<file path="src/rtl/lzhw_pkg.sv">
// Shared types and constants for the LZ history window block.
`timescale 1ns / 1ps
`default_nettype none

package lzhw_pkg;

   // Operation codes carried in a request
   localparam logic [1:0] OP_LITERAL = 2'd0;
   localparam logic [1:0] OP_COPY    = 2'd1;
   localparam logic [1:0] OP_CLEAR   = 2'd2;
   localparam logic [1:0] OP_NONE    = 2'd3;

   // Fixed field widths
   localparam int BYTE_W    = 8;
   localparam int OFFSET_W  = 12;
   localparam int POS_OUT_W = 12;
   localparam int CFG_W     = 4;

   // Window size register value after reset
   localparam logic [CFG_W-1:0] WINDOW_LOG2_RESET = 4'd12;

   typedef struct packed {
      logic [1:0]          opcode;
      logic [BYTE_W-1:0]   literal_byte;
      logic [OFFSET_W-1:0] copy_offset;
      logic                run_end;
   } req_payload_type;

   typedef struct packed {
      logic [BYTE_W-1:0]    out_byte;
      logic                 window_filled;
      logic [POS_OUT_W-1:0] next_write_position;
      logic                 run_last;
   } rsp_payload_type;

   // Per-request control flags handed from address generation to the datapath
   typedef struct packed {
      logic emit;     // request produces a response
      logic write;    // literal or copy: stores a byte
      logic copy;     // byte comes from the history
      logic read_ok;  // source entry written since last clear
   } issue_type;

endpackage

`default_nettype wire

</file>
<file path="src/rtl/lzhw_addr_gen.sv">
// Window size register, write position, fill mark and address generation.
`timescale 1ns / 1ps
`default_nettype none

module lzhw_addr_gen import lzhw_pkg::*; #(
   parameter int ADDR_BITS = 12
) (
   input  wire logic                 clock,
   input  wire logic                 reset,
   input  wire logic                 csr_wr_en,
   input  wire logic [CFG_W-1:0]     csr_wr_data,
   input  wire logic                 accept,
   input  wire logic [1:0]           opcode,
   input  wire logic [OFFSET_W-1:0]  copy_offset,
   output logic      [ADDR_BITS-1:0] wr_addr,
   output logic      [ADDR_BITS-1:0] rd_addr,
   output logic      [ADDR_BITS-1:0] next_pos,
   output logic                      next_filled,
   output issue_type                 issue
);

   logic [CFG_W-1:0]     window_log2_ff;
   logic [ADDR_BITS-1:0] pos_ff, pos_in;
   logic                 filled_ff, filled_in;
   // count of entries written since clear; written entries form [0, hwm)
   logic [ADDR_BITS:0]   hwm_ff, hwm_in;

   logic [4:0]           wl_ext;
   logic [4:0]           lg;
   logic [ADDR_BITS-1:0] mask;
   logic [ADDR_BITS-1:0] cur_pos;
   logic [ADDR_BITS-1:0] step_pos;
   logic [ADDR_BITS:0]   hwm_step;

   // clamp window size to [1, ADDR_BITS] and build the mask
   always_comb begin
      wl_ext = {1'b0, window_log2_ff};
      if (wl_ext > 5'(ADDR_BITS)) begin
         lg = 5'(ADDR_BITS);
      end else if (wl_ext == 5'd0) begin
         lg = 5'd1;
      end else begin
         lg = wl_ext;
      end
      mask = ~({ADDR_BITS{1'b1}} << lg);
   end

   // addresses for this request
   always_comb begin
      cur_pos  = pos_ff & mask;
      rd_addr  = (cur_pos + ADDR_BITS'(copy_offset)) & mask;
      step_pos = (cur_pos + ADDR_BITS'(1)) & mask;
      hwm_step = ({1'b0, cur_pos} == hwm_ff) ? hwm_ff + (ADDR_BITS+1)'(1) : hwm_ff;
      wr_addr  = cur_pos;
   end

   // next state per operation
   always_comb begin
      pos_in    = pos_ff;
      filled_in = filled_ff;
      hwm_in    = hwm_ff;
      case (opcode) inside
         OP_LITERAL, OP_COPY: begin
            pos_in    = step_pos;
            filled_in = filled_ff | (step_pos == '0);
            hwm_in    = hwm_step;
         end
         OP_CLEAR: begin
            pos_in    = '0;
            filled_in = 1'b0;
            hwm_in    = '0;
         end
         default: begin
         end
      endcase
   end

   assign next_pos      = pos_in;
   assign next_filled   = filled_in;
   assign issue.emit    = (opcode != OP_NONE);
   assign issue.write   = (opcode == OP_LITERAL) || (opcode == OP_COPY);
   assign issue.copy    = (opcode == OP_COPY);
   assign issue.read_ok = ({1'b0, rd_addr} < hwm_ff);

   // state registers
   always_ff @(posedge clock) begin
      if (reset) begin
         window_log2_ff <= WINDOW_LOG2_RESET;
         pos_ff         <= '0;
         filled_ff      <= 1'b0;
         hwm_ff         <= '0;
      end else begin
         if (csr_wr_en) begin
            window_log2_ff <= csr_wr_data;
         end
         if (accept) begin
            pos_ff    <= pos_in;
            filled_ff <= filled_in;
            hwm_ff    <= hwm_in;
         end
      end
   end

endmodule

`default_nettype wire

</file>
<file path="config.mk">
export PLATFORM = sky130hd
export DESIGN_NAME = lzhw_addr_gen
export DESIGN_NICKNAME = d
export VERILOG_FILES = /design/src/rtl/lzhw_pkg.sv /design/src/rtl/lzhw_addr_gen.sv
export SDC_FILE = /design/constraint.sdc
export NUM_CORES = 1
export LEC_CHECK = 0
export BUFFER_PORTS_ARGS = -buffer_cell sky130_fd_sc_hd__buf_4
export CAP_MARGIN = 20
export CORE_MARGIN = 4
export CORE_UTILIZATION = 41
export CTS_CLUSTER_SIZE = 30
export DETAILED_ROUTE_END_ITERATION = 7
export GPL_ROUTABILITY_DRIVEN = 0
export SLEW_MARGIN = 20
export SYNTH_ARGS = -nofsm -noshare
export SYNTH_HDL_FRONTEND = slang
export SYNTH_SLANG_ARGS = --single-unit
</file>
<file path="constraint.sdc">
create_clock -name clock -period 9.9 [get_ports clock]
set_clock_uncertainty 0.2 [all_clocks]
set_input_delay 0.495 -clock clock [delete_from_list [all_inputs] [get_ports clock]]
set_output_delay 0.495 -clock clock [all_outputs]
set_load 0.01 [all_outputs]
</file>
==> impl_metrics.toml, run 1 <==
[floorplan]
coreArea_mm2 = 0.00721
start_util = 0.419
die-height_um = 93.8
core.rowCount = 31
io_pins = 63
die_area_mm2 = 0.00881
die_w_um = 93.8

[sta]
maxSlewHeadroom = 0.474
fmax_mhz = 187
worstMarginPinSlew_ns = 0.788
min_period_ns = 5.36
hold_ws_ns = 0.210
setup_viol = 0
finalSetupTns_ns = 0
finalHoldViolations = 0
drv_slew = 0
rsz0062_at_grt = "false"
post-route-period-util = 0.541

[cts]
cts.htree.levels = 2
root_buffer = "clkbuf_8"
cts_buffer_depth = 2
cts_tree = "built"
clk_pin_slew_worst_paths_ns = 0.06
cts_resized = 0
cts_sinks = 30
worstSkewPairLatency_ns = 0.28
cts_hold_buffers = 0
cts_setup_buffers = 0
cts_buffers = 5

[synth]
ys_warn_count = 0
synth_top_cell_area_share = 0.199
ys_seq_area_frac = 0.199
synth-async-reset-ratio = 0
synth.most_common_cell = "nor2_1"
synth_area_leader_cell = "dfxtp_1"
ys_seq_elements = 30
synth_area_mm2 = 0.00302
synth.net_count = 456
synthFlopType = "dfxtp_1"
synth_common_cells = "nor2_1, nand2_1, dfxtp_1"
synth-edff-count = 0
syn_avg_cell_area_um2 = 7.33
synthCells = 412
netlist_top_cells_area = "dfxtp_1, ha_1, xnor2_1, nor2_1, nand2_1"
synth.distinct_cells = 58

[route]
vias = 3079
drc = 0
ant_nets = 0
wirelength_um = 8800
first_pass_iters = 5
avgViaCountPerCell = 5.57
wl_per_cell_um = 15.9
initialDrtViolationCount = 193

[worst_setup_path]
worst_ep_required_time_ns = 9.21
critical_path_arrival_ns = 4.67
criticalPathCategory = "register to primary output"
crit_family = "simple AND/OR/NAND/NOR gates"
path_cells = "or3_1, and2_2, ha_1, a21oi_1, nor3_1, nor2_1, a311oi_1, maj3_1, a211oi_1, nor3_1, ha_1, a21o_1, a211o_1, o21ai_0, buf_4"
crit_slowest_cell = "dfxtp_1"
critPathMaxStageDelay_ns = 0.56
critPathBufInv = 1
cp-start-kind = "register"
rrSetupSlack_ns = 6.18
crit_path_end_kind = "primary output"
cp_max_fo = 25

[place]
post-place-cells = 546
port_buffers = 62
dpl.hpwl_um = 7000

[power]
vdd_drop_max_uv = 82.5
p_total_uw = 341
p_leak_nw = 1.55
powerDensity_mw_per_mm2 = 95.0

[finish]
stdcell_count = 553
num_antenna_cells = 0
nFillCells = 762
fin_nets = 498
layout-drive-gt1-share = 0.181
syn_to_final_growth_pct = 18.8

[grt]
grt_max_degree = 28
grt_first_pass_wirelength_um = 14700
grt_pass1_vias = 2985
antenna_found_initial = 0
track_usage = 0.209
overflow = 0

[status]
status = "finished clean"

[worst_hold_path]
hp-class = "primary input to register"

[run]
maxCapViolCount = 0
cells by family after synthesis:
family / count (synthesis) / synth area share
adder cells (fa/ha/maj): 26 / 0.107
flip-flops: 30 / 0.199
AO/OA/AOI/OAI: 93 / 0.210
XOR/XNOR: 30 / 0.0870
buffers and inverters: 56 / 0.0803
multiplexers: 10 / 0.0331
AND/OR/NAND/NOR: 167 / 0.284
stage by stage:
step	worst slack (ns)	cell area, µm²	utilization
CTS	4.56	3590	0.498
global placement	5.07	3480	0.482
detailed placement	4.87	3480	0.482
global route	4.23	3590	0.498
finish	4.54	3590	0.498
floorplan	5.36	3020	-
area by class of cell:
| cell class | count | area, µm² | area share |
|---|---|---|---|
| well taps | 99 | 124 | 0.0345 |
| inverters | 29 | 109 | 0.0303 |
| clock buffers | 6 | 82.6 | 0.0230 |
| repair buffers | 62 | 465 | 0.130 |
| flip-flops and latches | 30 | 601 | 0.167 |
| clock inverters | 1 | 30.0 | 0.00837 |
| multi-input cells | 326 | 2180 | 0.607 |
cell usage in the layout (no fill, tap or decap), types with 11 or more instances in the layout:
master,netlist,routed
dfxtp_1,30,30
xnor2_1,21,21
ha_1,21,21
nand3_1,19,19
nand2_1,37,37
nor3_1,11,11
and2_1,12,12
nor2_1,42,42
inv_1,29,29
a21oi_1,18,18
o21ai_0,20,20
buf_4,3,62
path summary, 6_finish.rpt:
check / from / end / cells past startpoint
max: window_log2_ff[3] / issue[0] / 15
min: csr_wr_data[3] / window_log2_ff[3] / 2
max reg2reg: window_log2_ff[3] / filled_ff / 11
min reg2reg: hwm_ff[7] / hwm_ff[7] / 2
sequential cells by signal (all words and copies together), names as in the netlist:
signal and cells:
pos_ff 12, window_log2_ff 4, filled_ff 1, hwm_ff 13
per-layer routing:
metal  part of all wire  up-vias  track usage
met5                  0        -            0
met1               0.48     1428        0.292
met3              0.065        7       0.0425
met2               0.45       94        0.334
met4             0.0072        0       0.0373
li1                   -     1550            -
power breakdown:
group	total, mW	switching, mW	internal (mW)
sequential	0.131	0.00771	0.123
clock	0.128	0.0477	0.0805
combinational	0.0819	0.0439	0.0381
total	0.341	0.0993	0.242
(Power assumes the default switching activity.)
==> run 2: changes to the inputs <==
--- a/config.mk
+++ b/config.mk
@@ -12,6 +12,7 @@
 export CTS_CLUSTER_SIZE = 30
 export DETAILED_ROUTE_END_ITERATION = 7
 export GPL_ROUTABILITY_DRIVEN = 0
+export PLACE_DENSITY = 0.65
 export SLEW_MARGIN = 20
 export SYNTH_ARGS = -nofsm -noshare
 export SYNTH_HDL_FRONTEND = slang
==> constraint.sdc (replaced) <==
create_clock -name clock -period 4.3 [get_ports clock]
set_clock_uncertainty 0.2 [all_clocks]
set_input_delay 0.215 -clock clock [delete_from_list [all_inputs] [get_ports clock]]
set_output_delay 0.215 -clock clock [all_outputs]
set_load 0.01 [all_outputs]
==> impl_metrics.toml, run 2 (synthesis gave the netlist of run 1 again) <==
[route]
wirelength_um = 9590
avgViaCountPerCell = 5.63
drc = 0
initialDrtViolationCount = 167
ant_nets = 0
vias = 3245
first_pass_iters = 5
wl_per_cell_um = 16.7

[sta]
min_period_ns = 4.29
post-route-period-util = 0.997
drv_slew = 0
worstMarginPinSlew_ns = 0.729
finalHoldViolations = 0
fmax_mhz = 233
maxSlewHeadroom = 0.509
rsz0062_at_grt = "true"
setup_viol = 0
setup_ws_ns = 0.0119

[worst_setup_path]
cp_max_fo = 4
rrSetupSlack_ns = 1.08
criticalPathCategory = "register to primary output"
crit_path_end_kind = "primary output"
path_cells = "or3_4, and2_4, fa_2, o2111ai_4, a31oi_4, o31ai_2, a221oi_2, a221oi_2, xnor2_1, and2_4, ha_4, a211o_1, o21ai_2, buf_4"
critPathBufInv = 1
worst_ep_required_time_ns = 3.88
crit_family = "compound AO/OA/AOI/OAI gates"
cp-start-kind = "register"
crit_slowest_cell = "fa_2"
critPathMaxStageDelay_ns = 0.45
critical_path_arrival_ns = 3.87

[floorplan]
die_area_mm2 = 0.00881
die_w_um = 93.8
coreArea_mm2 = 0.00721
core.rowCount = 31
io_pins = 63
die-height_um = 93.8
start_util = 0.419

[cts]
cts_tree = "built"
cts_buffers = 5
root_buffer = "clkbuf_8"
worstSkewPairLatency_ns = 0.28
cts_sinks = 30
cts.htree.levels = 2
cts_buffer_depth = 2
clk_pin_slew_worst_paths_ns = 0.06

[finish]
syn_to_final_growth_pct = 32.0
largest_registers = "hwm_ff: 13 flops, pos_ff: 12 flops, window_log2_ff: 4 flops"
fin_nets = 520
largest_reg_flops = 13
final_util = 0.553
final_common_cell = "buf_4"
final_area_mm2 = 0.00399
layout-drive-gt1-share = 0.270
largest-register = "hwm_ff"
layout_common_cells = "buf_4, nor2_1, nand2_1"
num_antenna_cells = 0

[run]
maxCapViolCount = 0

[place]
port_buffers = 62
place_ws_ns = 0.0767
placed_area_mm2 = 0.00354
dpl.hpwl_um = 7130

[power]
p_leak_nw = 1.67
powerDensity_mw_per_mm2 = 192
p_total_uw = 767
vdd_drop_max_uv = 155

[status]
status = "finished clean"

[grt]
antenna_found_initial = 0
overflow = 0
grt_first_pass_wirelength_um = 14900
grt_pass1_vias = 3065
track_usage = 0.211
grt_max_degree = 28

[worst_hold_path]
hp-class = "primary input to register"
==> run 2: cell count changes in the layout (fill, tap and decap cells not counted), sizes merged <==
cell and change:
buf +16, clkinv +1, clkinvlp +1, bufinv -1
dlygate4sd3 +6
==> run 2: layout make-up <==
class / count / area [µm²]
Tap cell: 99 / 124
Multi-Input combinational cell: 326 / 2400
Clock inverter: 2 / 12.5
Inverter: 29 / 109
Sequential cell: 30 / 602
Timing Repair Buffer: 84 / 662
Fill cell: 705 / 3230
Clock buffer: 6 / 82.6
==> run 2: worst min-delay path: cells and delay by family <==
kind	cells	cell delay, ns
buf+inv	1	0.12
mux	1	0.07
simple gates	1	0.08
==> run 2: report_power, final <==
| part | internal [mW] | leakage [nW] | switching (mW) |
|---|---|---|---|
| registers | 0.283 | 0.243 | 0.00543 |
| clock network | 0.128 | 0.0472 | 0.111 |
| logic | 0.110 | 1.38 | 0.129 |
| total | 0.521 | 1.67 | 0.246 |
==> run 2: worst paths after layout <==
kind                       endpoint               from  cells after the start
hold reg to reg           filled_ff          filled_ff                      2
setup / recovery           issue[0]  window_log2_ff[3]                     14
hold / removal    window_log2_ff[0]          csr_wr_en                      3
setup reg to reg          filled_ff  window_log2_ff[3]                     13
==> run 2: routing by layer <==
metal  vias to the layer above  global-route usage  share of wire
met1                      1525               0.290           0.46
li1                       1593                   -              -
met2                       111               0.338           0.45
met3                        16              0.0288          0.061
met5                         -                   0              0
met4                         0              0.0698          0.024
==> run 2: through the flow <==
step / TNS (ns) / hold slack [ns] / cells
floorplan: 0 / 0.133 / 412
global placement: 0 / 0.234 / 555
detailed placement: 0 / 0.231 / 555
CTS: 0 / 0.0412 / 571
global route: -0.139 / 0.0713 / 576
finish: 0 / 0.0465 / 576
==> run 2: timing repair <==
item / in CTS / in global routing
endpoints found under the hold margin: 4 / 0
gates resized for setup: 12 / 29
pin swaps: 4 / 16
setup endpoints to repair: 1 / 1
buffers inserted: 2 / 5
hold buffers: 6 / 0
